==> config.mk <==
export PLATFORM = sky130hd
export DESIGN_NAME = arm_insn_uop_cracker
export DESIGN_NICKNAME = d
export VERILOG_FILES = /design/src/rtl/core/auc_pkg.sv /design/src/rtl/core/auc_front.sv /design/src/rtl/core/auc_queue.sv /design/src/rtl/core/auc_back.sv /design/src/rtl/core/arm_insn_uop_cracker.sv
export SDC_FILE = /design/constraint.sdc
export NUM_CORES = 1
export LEC_CHECK = 0
export BUFFER_PORTS_ARGS = -buffer_cell sky130_fd_sc_hd__buf_2
export CORE_MARGIN = 3
export CORE_UTILIZATION = 50
export CTS_BUF_LIST = sky130_fd_sc_hd__clkbuf_16
export DETAILED_ROUTE_END_ITERATION = 6
export PLACE_DENSITY = 0.72
export SLEW_MARGIN = 10
export SYNTH_ARGS = -nofsm -noshare
export SYNTH_HDL_FRONTEND = slang
export SYNTH_SLANG_ARGS = --single-unit
==> constraint.sdc <==
create_clock -name clk -period 13.8 [get_ports clk]
set_input_delay 0.69 -clock clk [delete_from_list [all_inputs] [get_ports clk]]
set_output_delay 0.69 -clock clk [all_outputs]
set_load 0.02 [all_outputs]
==> src/rtl/core/auc_pkg.sv <==
// Shared types and encodings for the ARM instruction micro-op cracker.
package auc_pkg;

	localparam int UOPS_MAX = 3;
	localparam int CNT_W    = 2;
	localparam int QDEPTH   = 2;
	localparam int QPTR_W   = (QDEPTH > 1) ? $clog2(QDEPTH) : 1;
	localparam int QCNT_W   = $clog2(QDEPTH + 1);

	localparam logic [1:0] LIMIT_RESET = 2'd3;

	// instruction opcodes
	localparam logic [4:0] OP_NOP  = 5'd3;
	localparam logic [4:0] OP_B    = 5'd4;
	localparam logic [4:0] OP_BL   = 5'd5;
	localparam logic [4:0] OP_BX   = 5'd6;
	localparam logic [4:0] OP_BLX  = 5'd7;
	localparam logic [4:0] OP_LDR  = 5'd8;
	localparam logic [4:0] OP_LDRB = 5'd9;
	localparam logic [4:0] OP_STR  = 5'd10;
	localparam logic [4:0] OP_STRB = 5'd11;
	localparam logic [4:0] OP_AND  = 5'd12;
	localparam logic [4:0] OP_EOR  = 5'd13;
	localparam logic [4:0] OP_SUB  = 5'd14;
	localparam logic [4:0] OP_RSB  = 5'd15;
	localparam logic [4:0] OP_ADD  = 5'd16;
	localparam logic [4:0] OP_ADC  = 5'd17;
	localparam logic [4:0] OP_SBC  = 5'd18;
	localparam logic [4:0] OP_RSC  = 5'd19;
	localparam logic [4:0] OP_TST  = 5'd20;
	localparam logic [4:0] OP_TEQ  = 5'd21;
	localparam logic [4:0] OP_CMP  = 5'd22;
	localparam logic [4:0] OP_CMN  = 5'd23;
	localparam logic [4:0] OP_ORR  = 5'd24;
	localparam logic [4:0] OP_MOV  = 5'd25;
	localparam logic [4:0] OP_BIC  = 5'd26;
	localparam logic [4:0] OP_MVN  = 5'd27;

	// micro-op kinds
	localparam logic [4:0] K_FALLBACK    = 5'd0;
	localparam logic [4:0] K_NOP         = 5'd1;
	localparam logic [4:0] K_BRANCH      = 5'd2;
	localparam logic [4:0] K_BRANCH_COND = 5'd3;
	localparam logic [4:0] K_LI          = 5'd4;
	localparam logic [4:0] K_LOAD32      = 5'd5;
	localparam logic [4:0] K_LOAD8       = 5'd6;
	localparam logic [4:0] K_STORE32     = 5'd7;
	localparam logic [4:0] K_STORE8      = 5'd8;
	localparam logic [4:0] K_LSL         = 5'd9;
	localparam logic [4:0] K_AND         = 5'd13;
	localparam logic [4:0] K_EOR         = 5'd14;
	localparam logic [4:0] K_SUB         = 5'd15;
	localparam logic [4:0] K_RSB         = 5'd16;
	localparam logic [4:0] K_ADD         = 5'd17;
	localparam logic [4:0] K_ADC         = 5'd18;
	localparam logic [4:0] K_SBC         = 5'd19;
	localparam logic [4:0] K_RSC         = 5'd20;
	localparam logic [4:0] K_ORR         = 5'd21;
	localparam logic [4:0] K_MOV         = 5'd22;
	localparam logic [4:0] K_BIC         = 5'd23;
	localparam logic [4:0] K_MVN         = 5'd24;
	localparam logic [4:0] K_NZCV_ADD    = 5'd25;
	localparam logic [4:0] K_NZCV_SUB    = 5'd26;
	localparam logic [4:0] K_NZ          = 5'd27;

	// virtual registers
	localparam logic [4:0] VR_LR    = 5'd14;
	localparam logic [4:0] VR_PC    = 5'd15;
	localparam logic [4:0] VR_NONE  = 5'd16;
	localparam logic [4:0] VR_CONST = 5'd17;
	localparam logic [4:0] VR_TMP0  = 5'd18;
	localparam logic [4:0] VR_TMP1  = 5'd19;

	typedef struct packed {
		logic [4:0]  opcode;
		logic [3:0]  cond;
		logic        uncond;
		logic [3:0]  rd;
		logic [3:0]  rn;
		logic [3:0]  rm;
		logic [31:0] immediate;
		logic        is_immediate;
		logic [11:0] shift_spec;
		logic        flag_wr;
		logic [31:0] insn_pc;
		logic [31:0] next_pc;
	} insn_t;

	typedef struct packed {
		logic [4:0]  uop_kind;
		logic [3:0]  uop_cond;
		logic        uop_always;
		logic [4:0]  dest_reg;
		logic [4:0]  source_one;
		logic [4:0]  source_two;
		logic [31:0] uop_immediate;
		logic [31:0] uop_pc;
		logic        last;
	} uop_t;

	typedef struct packed {
		uop_t [UOPS_MAX-1:0] uops;
		logic [CNT_W-1:0]    count;
	} pkt_t;

endpackage

==> src/rtl/core/auc_front.sv <==
// Front end: accepts an instruction, cracks it into a micro-op packet, holds it for the queue.
module auc_front
	import auc_pkg::*;
(
	input  logic       clk,
	input  logic       arst_n,
	input  logic       push,
	output logic       full,
	input  insn_t      insn,
	input  logic [1:0] limit,
	output logic       pkt_valid,
	input  logic       pkt_ready,
	output pkt_t       pkt
);

	function automatic uop_t mk(input insn_t i, input logic [4:0] kind, input logic alw,
			input logic [4:0] dst, input logic [4:0] s1, input logic [4:0] s2,
			input logic [31:0] imm);
		uop_t u;
		u.uop_kind      = kind;
		u.uop_cond      = i.cond;
		u.uop_always    = alw;
		u.dest_reg      = dst;
		u.source_one    = s1;
		u.source_two    = s2;
		u.uop_immediate = imm;
		u.uop_pc        = i.insn_pc;
		u.last          = 1'b0;
		return u;
	endfunction

	function automatic logic [4:0] alu_kind(input logic [4:0] op);
		logic [4:0] k;
		unique case (op)
			OP_AND, OP_TST: k = K_AND;
			OP_EOR, OP_TEQ: k = K_EOR;
			OP_SUB, OP_CMP: k = K_SUB;
			OP_RSB:         k = K_RSB;
			OP_ADD, OP_CMN: k = K_ADD;
			OP_ADC:         k = K_ADC;
			OP_SBC:         k = K_SBC;
			OP_RSC:         k = K_RSC;
			OP_ORR:         k = K_ORR;
			OP_MOV:         k = K_MOV;
			OP_BIC:         k = K_BIC;
			OP_MVN:         k = K_MVN;
			default:        k = K_FALLBACK;
		endcase
		return k;
	endfunction

	uop_t [UOPS_MAX-1:0] raw;
	logic [CNT_W-1:0]    n_raw;
	logic [CNT_W-1:0]    cnt;
	pkt_t                crack;
	logic [4:0]          rd_v, rn_v, rm_v, rs_v;
	logic                has_shift, is_move, is_cmp;
	logic [4:0]          op2, kind, dst, s1, s2;
	uop_t                main_u, flag_u;
	logic                accept;
	logic                valid_s1;
	pkt_t                pkt_s1;

	assign rd_v = {1'b0, insn.rd};
	assign rn_v = {1'b0, insn.rn};
	assign rm_v = {1'b0, insn.rm};
	assign rs_v = {1'b0, insn.shift_spec[11:8]};

	always_comb begin
		has_shift = !insn.is_immediate &&
			((insn.shift_spec[4:0] != 5'd0) || insn.shift_spec[7]);
		is_move = (insn.opcode == OP_MOV) || (insn.opcode == OP_MVN);
		is_cmp  = (insn.opcode == OP_TST) || (insn.opcode == OP_TEQ) ||
			(insn.opcode == OP_CMP) || (insn.opcode == OP_CMN);
		if (insn.is_immediate) begin
			op2 = VR_CONST;
		end else if (has_shift) begin
			op2 = VR_TMP0;
		end else begin
			op2 = rm_v;
		end
		kind = alu_kind(insn.opcode);
		if (insn.opcode == OP_MOV && op2 == VR_CONST) begin
			kind = K_LI;
		end
		dst = is_cmp ? VR_TMP1 : rd_v;
		if (is_move) begin
			s1 = (op2 == VR_CONST) ? VR_NONE : op2;
			s2 = VR_NONE;
		end else begin
			s1 = rn_v;
			s2 = op2;
		end
		main_u = mk(insn, kind, insn.uncond, dst, s1, s2, insn.immediate);
		if (insn.opcode == OP_ADD || insn.opcode == OP_CMN) begin
			flag_u = mk(insn, K_NZCV_ADD, insn.uncond, dst, s1, s2, insn.immediate);
		end else if (insn.opcode == OP_SUB || insn.opcode == OP_CMP) begin
			flag_u = mk(insn, K_NZCV_SUB, insn.uncond, dst, s1, s2, insn.immediate);
		end else begin
			flag_u = mk(insn, K_NZ, insn.uncond, dst, VR_NONE, VR_NONE, 32'd0);
		end
	end

	always_comb begin
		raw   = '0;
		n_raw = CNT_W'(1);
		unique case (insn.opcode)
			OP_NOP: begin
				raw[0] = mk(insn, K_NOP, insn.uncond, VR_NONE, VR_NONE, VR_NONE, 32'd0);
			end
			OP_B: begin
				if (insn.uncond) begin
					raw[0] = mk(insn, K_BRANCH, 1'b1, VR_PC, VR_CONST, VR_NONE,
						insn.immediate);
				end else begin
					raw[0] = mk(insn, K_BRANCH_COND, 1'b0, VR_PC, VR_CONST, VR_CONST,
						insn.immediate);
				end
			end
			OP_BL: begin
				raw[0] = mk(insn, K_LI, insn.uncond, VR_LR, VR_CONST, VR_NONE,
					insn.next_pc);
				raw[1] = mk(insn, K_BRANCH, insn.uncond, VR_PC, VR_CONST, VR_NONE,
					insn.immediate);
				n_raw  = CNT_W'(2);
			end
			OP_BX: begin
				raw[0] = mk(insn, K_BRANCH, insn.uncond, VR_PC, rm_v, VR_NONE, 32'd0);
			end
			OP_BLX: begin
				raw[0] = mk(insn, K_LI, insn.uncond, VR_LR, VR_CONST, VR_NONE,
					insn.next_pc);
				raw[1] = mk(insn, K_BRANCH, insn.uncond, VR_PC, rm_v, VR_NONE, 32'd0);
				n_raw  = CNT_W'(2);
			end
			OP_LDR, OP_LDRB: begin
				raw[0] = mk(insn, (insn.opcode == OP_LDR) ? K_LOAD32 : K_LOAD8,
					insn.uncond, rd_v, rn_v, VR_CONST, insn.immediate);
			end
			OP_STR, OP_STRB: begin
				raw[0] = mk(insn, (insn.opcode == OP_STR) ? K_STORE32 : K_STORE8,
					insn.uncond, VR_NONE, rn_v, rd_v, insn.immediate);
			end
			default: begin
				if (insn.opcode >= OP_AND && insn.opcode <= OP_MVN) begin
					if (has_shift) begin
						raw[0] = mk(insn, K_LSL + {3'b000, insn.shift_spec[6:5]},
							insn.uncond, VR_TMP0, rm_v,
							insn.shift_spec[7] ? rs_v : VR_CONST,
							{27'd0, insn.shift_spec[4:0]});
						raw[1] = main_u;
						raw[2] = flag_u;
						n_raw  = insn.flag_wr ? CNT_W'(3) : CNT_W'(2);
					end else begin
						raw[0] = main_u;
						raw[1] = flag_u;
						n_raw  = insn.flag_wr ? CNT_W'(2) : CNT_W'(1);
					end
				end else begin
					raw[0] = mk(insn, K_FALLBACK, insn.uncond, VR_NONE, VR_NONE,
						VR_NONE, 32'd0);
				end
			end
		endcase
	end

	always_comb begin
		cnt = (n_raw < limit) ? n_raw : limit;
		crack.count = cnt;
		for (int i = 0; i < UOPS_MAX; i++) begin
			crack.uops[i]      = raw[i];
			crack.uops[i].last = (CNT_W'(i + 1) == cnt);
		end
	end

	assign full   = valid_s1 && !pkt_ready;
	assign accept = push && !full;

	always_ff @(posedge clk or negedge arst_n) begin
		if (!arst_n) begin
			valid_s1 <= 1'b0;
		end else if (accept) begin
			valid_s1 <= (limit != 2'd0);
		end else if (pkt_ready) begin
			valid_s1 <= 1'b0;
		end
	end

	always_ff @(posedge clk) begin
		if (accept) begin
			pkt_s1 <= crack;
		end
	end

	assign pkt_valid = valid_s1;
	assign pkt       = pkt_s1;

endmodule

==> src/rtl/core/auc_queue.sv <==
// Short packet queue between the cracking front end and the issuing back end.
module auc_queue
	import auc_pkg::*;
(
	input  logic clk,
	input  logic arst_n,
	input  logic wr_valid,
	output logic wr_ready,
	input  pkt_t wr_data,
	output logic rd_valid,
	input  logic rd_ready,
	output pkt_t rd_data
);

	pkt_t              mem_q [QDEPTH];
	logic [QPTR_W-1:0] wr_ptr_q, rd_ptr_q;
	logic [QCNT_W-1:0] count_q;
	logic              do_wr, do_rd;

	assign wr_ready = (count_q != QCNT_W'(QDEPTH));
	assign rd_valid = (count_q != '0);
	assign rd_data  = mem_q[rd_ptr_q];
	assign do_wr    = wr_valid && wr_ready;
	assign do_rd    = rd_valid && rd_ready;

	function automatic logic [QPTR_W-1:0] bump(input logic [QPTR_W-1:0] p);
		return (p == QPTR_W'(QDEPTH - 1)) ? '0 : p + 1'b1;
	endfunction

	always_ff @(posedge clk or negedge arst_n) begin
		if (!arst_n) begin
			wr_ptr_q <= '0;
			rd_ptr_q <= '0;
			count_q  <= '0;
		end else begin
			if (do_wr) begin
				wr_ptr_q <= bump(wr_ptr_q);
			end
			if (do_rd) begin
				rd_ptr_q <= bump(rd_ptr_q);
			end
			if (do_wr && !do_rd) begin
				count_q <= count_q + 1'b1;
			end else if (do_rd && !do_wr) begin
				count_q <= count_q - 1'b1;
			end
		end
	end

	always_ff @(posedge clk) begin
		if (do_wr) begin
			mem_q[wr_ptr_q] <= wr_data;
		end
	end

endmodule

==> src/rtl/core/auc_back.sv <==
// Back end: steps a packet into the result register, one micro-op per cycle if pop allows.
module auc_back
	import auc_pkg::*;
(
	input  logic clk,
	input  logic arst_n,
	input  logic pkt_valid,
	output logic pkt_ready,
	input  pkt_t pkt,
	output logic empty,
	input  logic pop,
	output uop_t uop
);

	logic [CNT_W-1:0] idx_q;
	logic             out_valid_q;
	uop_t             out_q;
	logic             load, at_end;

	assign load      = pkt_valid && (!out_valid_q || pop);
	assign at_end    = (idx_q == pkt.count - 1'b1);
	assign pkt_ready = load && at_end;

	always_ff @(posedge clk or negedge arst_n) begin
		if (!arst_n) begin
			idx_q       <= '0;
			out_valid_q <= 1'b0;
		end else begin
			if (load) begin
				idx_q       <= at_end ? '0 : idx_q + 1'b1;
				out_valid_q <= 1'b1;
			end else if (pop) begin
				out_valid_q <= 1'b0;
			end
		end
	end

	always_ff @(posedge clk) begin
		if (load) begin
			out_q <= pkt.uops[idx_q];
		end
	end

	assign empty = !out_valid_q;
	assign uop   = out_q;

endmodule

==> src/rtl/core/arm_insn_uop_cracker.sv <==
// Top level of the ARM instruction to micro-op cracker.
//
// Input: a pre-decoded instruction on insn is taken at a clock edge with push high
// and full low. Output: while empty is low, uop holds the oldest pending micro-op;
// it is taken at an edge with pop high. The last micro-op of an instruction has
// last set. cfg_data sets the per-instruction micro-op limit when cfg_valid is high
// (cfg_ready is always high); a limit of zero drops instructions entirely.
// A micro-op passes through the crack register, the queue and the result register
// on its way from push to uop. The back end issues one micro-op per cycle while a
// packet is waiting and the result register is empty or being popped.
// A two-entry packet queue lets the front keep accepting while the back issues.
// Reset empties the front register, queue and result register and sets the limit
// to three. When pop stays low the result register holds, the queue fills, and then
// full rises; nothing is lost.
module arm_insn_uop_cracker
	import auc_pkg::*;
(
	input  logic       clk,
	input  logic       arst_n,
	input  logic       push,
	output logic       full,
	input  insn_t      insn,
	output logic       empty,
	input  logic       pop,
	output uop_t       uop,
	input  logic       cfg_valid,
	output logic       cfg_ready,
	input  logic [1:0] cfg_data
);

	logic [1:0] limit_q;
	logic       f_valid, f_ready, b_valid, b_ready;
	pkt_t       f_pkt, b_pkt;

	assign cfg_ready = 1'b1;

	always_ff @(posedge clk or negedge arst_n) begin
		if (!arst_n) begin
			limit_q <= LIMIT_RESET;
		end else if (cfg_valid && cfg_ready) begin
			limit_q <= cfg_data;
		end
	end

	auc_front u_front (
		.clk       (clk),
		.arst_n    (arst_n),
		.push      (push),
		.full      (full),
		.insn      (insn),
		.limit     (limit_q),
		.pkt_valid (f_valid),
		.pkt_ready (f_ready),
		.pkt       (f_pkt)
	);

	auc_queue u_queue (
		.clk      (clk),
		.arst_n   (arst_n),
		.wr_valid (f_valid),
		.wr_ready (f_ready),
		.wr_data  (f_pkt),
		.rd_valid (b_valid),
		.rd_ready (b_ready),
		.rd_data  (b_pkt)
	);

	auc_back u_back (
		.clk       (clk),
		.arst_n    (arst_n),
		.pkt_valid (b_valid),
		.pkt_ready (b_ready),
		.pkt       (b_pkt),
		.empty     (empty),
		.pop       (pop),
		.uop       (uop)
	);

endmodule

[Word level (Yosys, flattened, before mapping)]
Memory sizes are Yosys's and may differ from the RTL's.
Cells that the tools add are included.
Storage, ports and cells
  word-level logic and storage cells: 155
  memory bits (writable): 544
  memories kept: 2
  bits in latches: 0
  ROM bits: 160
  bits in registers: 372
  output and inout port bits: 93
  input bits: 139
Memory list
  u_queue.mem_q: words 2, bits a word 272, read ports 1, clocked after Yosys merged registers in 0, wr ports 1, RTL line auc_queue.sv:15  | pkt_t mem_q [QDEPTH];
  (no name shown): words 32, bits a word 5, read ports 1, clocked after Yosys merged registers in 0, wr ports 0, RTL line auc_front.sv:34  | unique case (op)
Cells by class
  div/mod/pow operators: 0
  eq/ne operators: 23
  multipliers: 0
  magnitude comparators: 4
  reduce and logical (&&, ||, !) cells: 36
  $add $sub $neg: 7
  mux-type cells: 37
  bitwise operators: 2
  shift-type cells: 0
Operators by type and width (count)
  90-bit one-hot mux with 6 select lines: 1
  90-bit two-way mux: 4
  90-bit one-hot mux with 3 select lines: 1
  90-bit binary-select mux with 2-bit select: 1
  180-bit two-way mux: 1
  86-bit two-way mux: 2
  5-bit == test, second input constant: 8
  5-bit two-way mux: 8
  5-bit by 4-bit == test with 1-bit output, second input constant: 5
  5-bit by 3-bit == test with 1-bit output, second input constant: 4
  2-bit two-way mux: 8
  1-bit logical AND: 11
  11-bit OR reduction: 1
  2-bit nonzero test: 5
  1-bit two-way mux: 9
  1-bit logical OR: 8
  7-bit OR reduction: 1
  1-bit logical NOT: 6
  2-bit OR reduction: 3
  4-bit by 2-bit adder with 5-bit output, first input constant: 1
  5-bit by 2-bit == test with 1-bit output, second input constant: 1
  5-bit by 4-bit >= comparator with 1-bit output, second input constant: 1
  5-bit less-or-equal comparator, second input constant: 1
  5-bit nonzero test: 1
  12 further kinds: 17

[Logic depth before layout (Yosys ltp)]
Gate-level depths: netlist of run 1.
  depth after elaboration: 13
  gate-level depth with buffers: 11
  mapped depth without buffers: 10

[Cells and area by module]
Synthesis of run 1 repeated with hierarchy kept, for this count alone.
Unflattened totals
  cell total of the unflattened synthesis: 2008
  area, all modules: 35940.7 um2
Modules (own cells, without submodules)
  auc_queue: instances 1, cells each 864, seq. area each 16435.8 um2, area an instance 19985.4 um2
  auc_front: instances 1, cells each 724, seq. area each 8132.8 um2, area an instance 11031.8 um2
  auc_back: instances 1, cells each 414, seq. area each 2777.7 um2, area an instance 4837.1 um2
  arm_insn_uop_cracker: instances 1, cells each 6, seq. area each 52.6 um2, area an instance 86.3 um2

[Least setup slack after synthesis of run 1]
Ideal clock, no wire load.
  path type: register to register
  from: register u_queue.count_q[0]
  to: memory u_queue.mem_q[0][0] (netlist name), enable pin
  data arrival time: 11.800 ns
  path buffers: 0
  setup slack: 1.094 ns
  stages on the path, launching flop included: 4
  required time: 12.894 ns
  path through: dfrtp_1 > nand2b_1 > nand2_1 > nor2_1
On the way
  cells in the longest elaborated chain, start to end: 4
Ends and longest elaborated chain
  start, declared: RTL line auc_queue.sv:17  | logic [QCNT_W-1:0] count_q;
  start signal, assigned: RTL line auc_queue.sv:43  | count_q <= count_q + 1'b1;
  start signal, assigned: RTL line auc_queue.sv:45  | count_q <= count_q - 1'b1;
  2-bit inequality test: RTL line auc_queue.sv:20  | assign wr_ready = (count_q != QCNT_W'(QDEPTH));
  1-bit logical AND: RTL line auc_queue.sv:23  | assign do_wr = wr_valid && wr_ready;
  1-bit two-way mux: RTL line auc_queue.sv:51  | if (do_wr) begin
  1-bit two-way mux (not written as such): RTL line auc_queue.sv:52  | mem_q[wr_ptr_q] <= wr_data;
  end, declared: RTL line auc_queue.sv:15
Every way passes these cells.

[Worst setup path in the final report of run 1]
  from: register u_queue.rd_ptr_q
  to: register u_back.out_q, in the netlist u_back.uop[20], data pin
On the way
  cells in the longest elaborated chain, start to end: 3
Ends and longest elaborated chain
  start, declared: RTL line auc_queue.sv:16  | logic [QPTR_W-1:0] wr_ptr_q, rd_ptr_q;
  start signal, assigned: RTL line auc_queue.sv:40  | rd_ptr_q <= bump(rd_ptr_q);
  memory read 2 x 272 bit
  90-bit binary-select mux with 2-bit select: RTL line auc_back.sv:40  | out_q <= pkt.uops[idx_q];
  90-bit two-way mux (not written as such): RTL line auc_back.sv:40
  end signal, assigned: RTL line auc_back.sv:40
  end, declared: RTL line auc_back.sv:17  | uop_t out_q;
Every way passes these cells. The select of a mux whose other input is x is not followed.
A chain may end at the register's enable or synchronous reset.

==> out/results.txt, run 1 <==
Outcome -> completed
GR Layer Usage met1 -> 24.9%
Worst path buffer plus inverter count -> 3
Critical Path AT -> 3980 ps
Inst Count DP -> 2851
Yosys warns -> 0
Io pins -> 232
Fill cells -> 4908
Worst-margin pin slew -> 1090 ps
Syn Area/Cell -> 19.0 um^2
Power Density -> 211 nW/um^2
Total Routing Usage GR -> 19.6%
WHS Endpoint -> u_front.pkt[10]$_DFFE_PP_
TNS Setup -> 0 ps
M2 GR Usage -> 34.2%
Ys async rst share -> 1.10%
Crit path required time -> 14130 ps
Die Span X -> 269 um
Worst reg2reg path endpoint -> u_back.uop[20]$_DFFE_PP_
Reg2Reg Setup Slack -> 10150 ps
Clk_lat worst skew -> 620 ps
Post-Layout Cell Count -> 3018
Critical setup path kind -> register to register
CTS clk-pin slew, worst paths -> 60 ps
Synth Register Bits -> 910
CTS tree -> built
# H-tree levels -> 3
Nets -> 2218
Maximum operating frequency -> 274 MHz
Gate Count Post-Synth -> 1819
Initial antenna violation count -> 11
Core area -> 67800 um^2
Xor/xnor share of the synthesized area -> 0.178%
Layout cell share with drive strength beyond 1 -> 23.7%
Storage cell area -> 27300 um^2
Combinational family with the most area after synthesis -> multiplexers
Largest net degree at the start of global routing -> 151
Most used flip-flop cell after synthesis -> edfxtp_1
Post-route antenna net violation count -> 0
Area grow syn2layout -> 14.6%
Most common cell after layout, fill and taps aside -> edfxtp_1
Proportion of synthesized area in mux cells -> 8.69%
Number of global-route vias before repair -> 18013
Met3 GRT Util -> 3.29%
CP startpoint kind -> register
First-pass GRT wire length -> 106 mm
Root Driver -> clkbuf_16
Iter 0 DRT Violations -> 1579
Unrepaired setup endpoints after global routing -> false
Final HPWL DP -> 40.5 mm
Worst reg2reg path depth -> 5
Hold path cells -> 1
Number of port buffers -> 230
Die area -> 72200 um^2
VDD IR max -> 0.000198 V
Postcts setup bufs -> 0
Synth Area in Adders -> 0.399%
Max-slew violation count -> 0
Reg2reg start -> u_queue.rd_ptr_q$_DFFE_PN0P_
Total clock sinks -> 910
Crit-path most repeated cell -> buf_4
Vias -> 17314
Critical path endpoint category -> register
Crit path time final -> 3650 ps
Grt ovf -> 0
Via density -> 5.74
DR WL/cell -> 23.4 um
Die height -> 269 um
Fin. Hold Viols -> 0
Number of flops mapped to enable cells by yosys -> 900
Slowest stage cell on the critical path -> dfrtp_4
Leak -> 14.6 nW
Final setup viols -> 0
Synth Area in Compound Gates -> 5.27%
CP delay by family, top -> buffers and inverters
Worst Setup SP -> u_queue.rd_ptr_q$_DFFE_PN0P_
# rows -> 95
Hold crit path type -> primary input to register
Most frequent cells in the layout -> edfxtp_1 (900), buf_2 (230), inv_1 (120)
Crit Path Max Fanout -> 50
Maxcap violations -> 0
Yosys cell types -> 70
Clock buffer count from CTS -> 87
DRC violations left -> 0
Area of the multi-input gates -> 6470 um^2
Routed wire length -> 70.6 mm
Busiest layer in global routing -> met2
Post-synthesis cell area -> 34500 um^2
Max incr delay on CP -> 1030 ps
Tcrit/Tclk final -> 26.5%
CTS max path bufs -> 3
CP Cell Sequence -> buf_4, buf_4, mux4_2, inv_1, o22ai_1
Gp weighted congestion -> 0.840
Clock Skew -> 15.6 ps
Drt pass-1 iters -> 5
Slew headroom -> 27.3%
Post-Synth Simple-Gate Area -> 3.98%
Initial Utilization -> 50.9%
Sequential fraction of the synthesis area -> 79.1%
Hold Crit Start -> insn[39]
## cell families (layout without fill, tap and decap cells)
kind of cell               after synthesis  in the layout
adders and majority gates               11             11
xor gates and xnor gates                 7              7
DFF                                    910            910
AOI/OAI and AO/OA                      257            257
muxes                                  187            187
other                                    2             11
and+or+nand+nor                        237            237
buffers and inverters                  208            525
## how the worst max path moves through the flow
stage	end	slack [ps]	depth (start not counted)
final	u_back.uop[20]$_DFFE_PP_	10150	5
after global routing	u_back.uop[20]$_DFFE_PP_	9820	5
after CTS	u_back.uop[20]$_DFFE_PP_	9990	5
after detailed placement	u_front.pkt[92]$_DFFE_PP_	9940	12
after global placement	u_back.uop[29]$_DFFE_PP_	10020	5
after floorplan	u_queue.mem_q[0][0]$_DFFE_PP_	1090	3
## sequential cells by signal (all words and copies together), names as in the netlist
| register | cells |
|---|---|
| u_queue.mem_q | 540 |
| u_front.pkt | 270 |
| u_back.uop | 90 |
| limit_q | 2 |
| u_back.idx_q | 2 |
| u_queue.count_q | 2 |
| u_back.out_valid_q | 1 |
| u_front.pkt_valid | 1 |
| u_queue.rd_ptr_q | 1 |
| u_queue.wr_ptr_q | 1 |
## report_power, final
group          internal (mW)  switching, mW  total (mW)
Combinational          0.615           1.10        1.72
Sequential              3.97          0.285        4.25
Clock                   1.40          0.982        2.38
## area by class of cell
class | instances | area share (%)
tap | 873 | 2.76
multi-input combinational | 703 | 16.4
sequential | 910 | 69.0
clock buffer | 91 | 5.76
inverter | 109 | 1.03
timing repair buffer | 257 | 3.46
antenna | 7 | 0.0443
clock inverter | 68 | 1.57
## what timing repair did
action | CTS | global route
endpoints found under the hold margin | 8 | 0
resized for setup | 0 | 0
hold buffers | 1 | 0
## cell usage after synthesis, types with 5 or more instances
cell      number  share of area, %
nand2_1       24              0.26
nor3_1         7              0.10
ha_1          11              0.40
nand3_1        6             0.087
clkbuf_1      60              0.65
dfrtp_1        8              0.58
mux2i_1       96               2.8
nor2b_1        9              0.16
mux4_2        90               5.9
a21oi_1       14              0.20
o31ai_1        5              0.11
and2_1        72               1.3
buf_2         35              0.51
a22o_1        37              0.94
nand2b_1       8              0.15
edfxtp_1     900                78
o21ai_0       30              0.44
a21boi_0      34              0.74
and3_1        46              0.83
nor2_1        34              0.37
a211oi_1       5              0.11
o22ai_1       90               1.6
a221o_1        8              0.23
inv_1        107               1.2
## metal layers
| layer | routed length, um | part of all wire [%] |
|---|---|---|
| met1 | 27300 | 39 |
| met2 | 36900 | 52 |
| met3 | 4500 | 6.4 |
| met4 | 1940 | 2.7 |
| met5 | 41 | 0.058 |
## through the flow
step | total power, mW | setup slack [ps] | util [%] | hold WS, ps | area (um^2)
floorplan | 5.58 | 1090 | - | 394 | 34500
CTS | 8.46 | 9990 | 58.4 | 225 | 39500
finish | 8.36 | 10150 | 58.4 | 271 | 39600
detailed placement | 6.07 | 9940 | 54.1 | 430 | 36600
global route | 8.73 | 9820 | 58.4 | 245 | 39500
global placement | 6.00 | 10020 | 54.1 | 422 | 36600
Power figures use the tool's default switching activity.
==> run 2: changes to the inputs <==
Clock period 13.8 ns to 3.8 ns, I/O delays scaled along.
==> out/results.txt, run 2 (same netlist as run 1, synthesis figures left out) <==
Outcome -> finished with violations
Failing checks -> design-rule violations
Crit path time final -> 2910 ps
Most common cell after layout, fill and taps aside -> edfxtp_1
CTS clk-pin slew, worst paths -> 60 ps
Fill cells -> 4756
Slew headroom -> 41.2%
CP delay by family, top -> buffers and inverters
Largest net degree at the start of global routing -> 100
Root Driver -> clkbuf_16
CTS tree -> built
Total power -> 30.1 mW
Slowest stage cell on the critical path -> dlygate4sd3_1
Inst Count DP -> 2860
Layout cell share with drive strength beyond 1 -> 22.2%
Routed wire length -> 72.0 mm
DRC violations left -> 3
CTS max path bufs -> 3
Clock power frac -> 27.0%
Fin. Hold Viols -> 0
Maxcap violations -> 0
Most frequent cells in the layout -> edfxtp_1 (900), buf_2 (230), dlygate4sd3_1 (146)
Tcrit/Tclk final -> 76.6%
Clk_lat worst skew -> 630 ps
Worst-margin pin slew -> 880 ps
Reg with most FFs -> u_queue.mem_q
VDD IR max -> 0.000392 V
Drt pass-1 iters -> 7
Area grow syn2layout -> 18.7%
Leak -> 15.3 nW
Power Density -> 734 nW/um^2
Comb power frac -> 21.7%
Critical Path AT -> 3280 ps
Int Pwr -> 21.4 mW
Switching share of power -> 28.8%
Io pins -> 232
Post-route antenna net violation count -> 0
Clock buffer count from CTS -> 87
# H-tree levels -> 3
Via density -> 5.70
Sequential share of power -> 51.3%
TNS Setup -> 0 ps
Crit path required time -> 4170 ps
Maximum operating frequency -> 344 MHz
Critical setup path kind -> primary input to register
Die height -> 269 um
Crit-path most repeated cell -> buf_4
Worst Setup SP -> insn[127]
Iter 0 DRT Violations -> 1448
Initial Utilization -> 50.9%
Initial antenna violation count -> 3
Grt ovf -> 0
Max FFs per register -> 540
Max incr delay on CP -> 560 ps
Worst path buffer plus inverter count -> 4
# rows -> 95
DR WL/cell -> 22.8 um
Die area -> 72200 um^2
Total clock sinks -> 910
Final HPWL DP -> 41.5 mm
Post-Layout Cell Count -> 3161
Reg2reg start -> u_back.idx_q[0]$_DFFE_PN0P_
Max-slew violation count -> 0
Final setup viols -> 0
Core area -> 67800 um^2
Crit Path Max Fanout -> 19
CP Cell Sequence -> buf_2, ha_1, nand3b_1, a211oi_4, buf_4, o2111ai_4, buf_4, a22o_1, dlygate4sd3_1
Total Routing Usage GR -> 20.0%
Number of global-route vias before repair -> 18801
Nets -> 2372
Number of port buffers -> 230
Vias -> 18011
Clock Skew -> 17.0 ps
Hold crit path type -> primary input to register
Gp weighted congestion -> 0.884
Switching power -> 8.65 mW
First-pass GRT wire length -> 109 mm
CP startpoint kind -> primary input
Die Span X -> 269 um
Hold Crit Start -> insn[71]
Unrepaired setup endpoints after global routing -> false
Critical path endpoint category -> register
run 2: changes by cell type in the layout (fill, tap and decap cells not counted), moves of 4 or more:
cell / change
inv_1: +5
dlygate4sd3_1: +145
clkbuf_16: -4
buf_12: +9
diode_2: -5
bufinv_16: -5
run 2: final timing paths:
kind | endpoint | slack [ps] | cells after the start
hold / removal | u_front.pkt[88]$_DFFE_PP_ | 40 | 3
setup / recovery | u_front.pkt[53]$_DFFE_PP_ | 890 | 9
min in group asynchronous | limit_q[0]$_DFFE_PN1P_ | 110 | 2
setup reg to reg | u_queue.count_q[1]$_DFFE_PN0P_ | 1300 | 8
hold reg to reg | u_queue.mem_q[1][191]$_DFFE_PP_ | 440 | 0
max in group asynchronous | u_queue.rd_ptr_q$_DFFE_PN0P_ | 2870 | 3
run 2: metrics by stage:
step	area, um^2	hold slack (ps)	utilization, %	worst slack (ps)
floorplan	34500	-106	-	-1220
detailed placement	36800	67.1	54.3	871
global placement	36800	67.2	54.3	918
global route	41000	35.1	60.5	838
CTS	41000	5.32	60.5	1010
finish	41000	42.7	60.5	889
run 2: area by class of cell:
class | instances | area [um^2] | share of cell area, %
Clock inverter | 66 | 510 | 1.25
Timing Repair Buffer | 411 | 3000 | 7.32
Clock buffer | 87 | 2180 | 5.31
Multi-Input combinational cell | 703 | 6490 | 15.8
Inverter | 109 | 409 | 0.999
Antenna cell | 2 | 5.00 | 0.0122
Sequential cell | 910 | 27300 | 66.6
Tap cell | 873 | 1090 | 2.67
run 2: power groups by stage:
stage	Clock (mW)	Sequential [mW]	Combinational [mW]
finish	8.12	15.4	6.52
floorplan	0	16.0	3.83
CTS	8.29	15.5	6.62
global placement	0	15.5	6.35
global route	8.71	15.7	7.05
detailed placement	0	15.7	6.45
run 2: worst min-delay path, stage by stage:
cell and delay (ps):
buf_2 80, ha_1 140, a221o_1 150
run 2: what timing repair did:
action                                  CTS  global route
setup buffers                             0             0
gates resized for setup                   0             0
hold buffers                            146             0
endpoints found under the setup margin    0             0
endpoints found under the hold margin   239             0
run 2: routing by layer:
layer  vias to the layer above  part of all wire (%)  routed length [um]  GRT usage [%]
li1                       7988                     -                   -              -
met1                      9230                    40               28600           25.9
met2                       659                    52               37100           34.5
met3                       132                   5.8                4150           2.89
met4                         2                   3.0                2160           7.96
met5                         -                 0.018                  13              0
==> run 3: changes to the inputs <==
Settings changed: PLACE_DENSITY 0.72 to 0.75.
Clock period 3.8 ns to 2.65 ns, I/O delays scaled along.
==> out/results.txt, run 3 (same netlist as run 1, synthesis figures left out) <==
Critical setup path kind -> primary input to register
Root Driver -> clkbuf_16
Vias -> 18364
Total Routing Usage GR -> 20.7%
Maxcap violations -> 0
Storage cell area -> 27300 um^2
Most common cell after layout, fill and taps aside -> edfxtp_1
Worst Setup SP -> insn[130]
Via density -> 5.75
Max FFs per register -> 540
Total power -> 43.6 mW
Layout cell share with drive strength beyond 1 -> 23.1%
Crit path required time -> 3140 ps
Worst reg2reg path depth -> 7
Worst setup endpoint -> u_front.pkt[53]$_DFFE_PP_
DR WL/cell -> 23.3 um
Switching share of power -> 28.9%
VDD IR max -> 0.000724 V
Final HPWL DP -> 42.7 mm
CP startpoint kind -> primary input
Slew headroom -> 47.2%
Number of global-route vias before repair -> 19408
Crit Path Max Fanout -> 32
Initial Utilization -> 50.9%
Maximum operating frequency -> 417 MHz
Tcrit/Tclk final -> 90.4%
Post-CTS resize count -> 0
Max-slew violation count -> 0
Sequential share of power -> 50.3%
Iter 0 DRT Violations -> 1537
Fin. Hold Viols -> 0
Total clock sinks -> 910
Fill cells -> 4706
Final setup viols -> 0
Reg with most FFs -> u_queue.mem_q
CTS tree -> built
Gp weighted congestion -> 0.854
First-pass GRT wire length -> 113 mm
Most frequent cells in the layout -> edfxtp_1 (900), buf_2 (230), dlygate4sd3_1 (151)
Unrepaired setup endpoints after global routing -> false
Core area -> 67800 um^2
Int Pwr -> 31.0 mW
Comb power frac -> 22.7%
# H-tree levels -> 3
Post-route antenna net violation count -> 0
Outcome -> completed
Critical path endpoint category -> register
CTS clk-pin slew, worst paths -> 60 ps
DRC violations left -> 0
Clk_lat worst skew -> 620 ps
Worst-margin pin slew -> 792 ps
Critical Path AT -> 2880 ps
Clock buffer count from CTS -> 87
Worst reg2reg path endpoint -> u_queue.count_q[1]$_DFFE_PN0P_
Die area -> 72200 um^2
Io pins -> 232
Die height -> 269 um
Reg2reg start -> u_queue.rd_ptr_q$_DFFE_PN0P_
Switching power -> 12.6 mW
Drt pass-1 iters -> 5
Area of the multi-input gates -> 6490 um^2
Die Span X -> 269 um
Crit path time final -> 2400 ps
Nets -> 2403
Hold Slack -> 61.9 ps
Routed wire length -> 74.3 mm
CTS max path bufs -> 3
Leak -> 15.5 nW
Power Density -> 1050 nW/um^2
Area grow syn2layout -> 20.0%
Final Util -> 61.1%
TNS Setup -> 0 ps
Grt ovf -> 0
Reg2Reg Setup Slack -> 350 ps
Largest net degree at the start of global routing -> 92
Clock Skew -> 23.7 ps
Initial antenna violation count -> 4
Hold crit path type -> primary input to async pin
# rows -> 95
Clock power frac -> 26.9%
Number of port buffers -> 230
==> run 3: area by class of cell <==
cell class / instances / area share [%]
well taps: 873 / 2.64
repair buffers: 442 / 8.23
multi-input cells: 703 / 15.7
inverters: 109 / 0.988
flip-flops and latches: 910 / 65.9
diodes: 1 / 0.00605
clock inverters: 69 / 1.20
clock buffers: 88 / 5.32
==> run 3: worst min path at each step <==
stage / slack (ps) / cells after the start / start / endpoint
3_5_place_dp: 10 / 1 / arst_n / u_front.pkt_valid$_DFFE_PN0P_
5_1_grt: 50 / 2 / arst_n / limit_q[0]$_DFFE_PN1P_
4_1_cts: 20 / 3 / insn[75] / u_front.pkt[69]$_DFFE_PP_
3_3_place_gp: 5 / 1 / arst_n / u_front.pkt_valid$_DFFE_PN0P_
2_1_floorplan: -160 / 0 / arst_n / u_back.idx_q[0]$_DFFE_PN0P_
6_report: 60 / 2 / arst_n / limit_q[1]$_DFFE_PN1P_
==> run 3: per-stage QoR <==
stage | std cells | setup WS, ps | cell area, um^2
after floorplan | 1821 | -2370 | 34500
after global placement | 2886 | 84.1 | 37200
after detailed placement | 2886 | 108 | 37200
after CTS | 3194 | 351 | 41400
after global routing | 3195 | 90.1 | 41400
final | 3195 | 254 | 41400
==> run 3: what timing repair did <==
action | CTS | global route
hold buffers | 151 | 0
endpoints found under the hold margin | 255 | 0
setup buffers | 0 | 0
==> run 3: critical path, cell delays in order <==
cell,delay (ps)
buf_2,100
buf_4,240
nor3b_1,650
o21ai_0,460
o2111ai_4,220
buf_12,260
a22o_1,200
dlygate4sd3_1,570
==> run 3: power groups by stage <==
| stage | clock network, mW | registers (mW) | logic (mW) |
|---|---|---|---|
| 2_1_floorplan | 0 | 22.9 | 5.49 |
| 3_3_place_gp | 0 | 21.9 | 9.58 |
| 3_5_place_dp | 0 | 22.2 | 9.80 |
| 4_1_cts | 11.9 | 21.9 | 10.1 |
| 5_1_grt | 12.5 | 22.2 | 10.7 |
| 6_report | 11.7 | 21.9 | 9.91 |
==> run 3: layer usage <==
metal,vias up,share of wire [%],track usage (%)
li1,8067,-,-
met1,9361,38,26.4
met2,768,52,35.8
met3,164,7.1,3.45
met4,4,3.1,8.09
met5,-,0.028,0
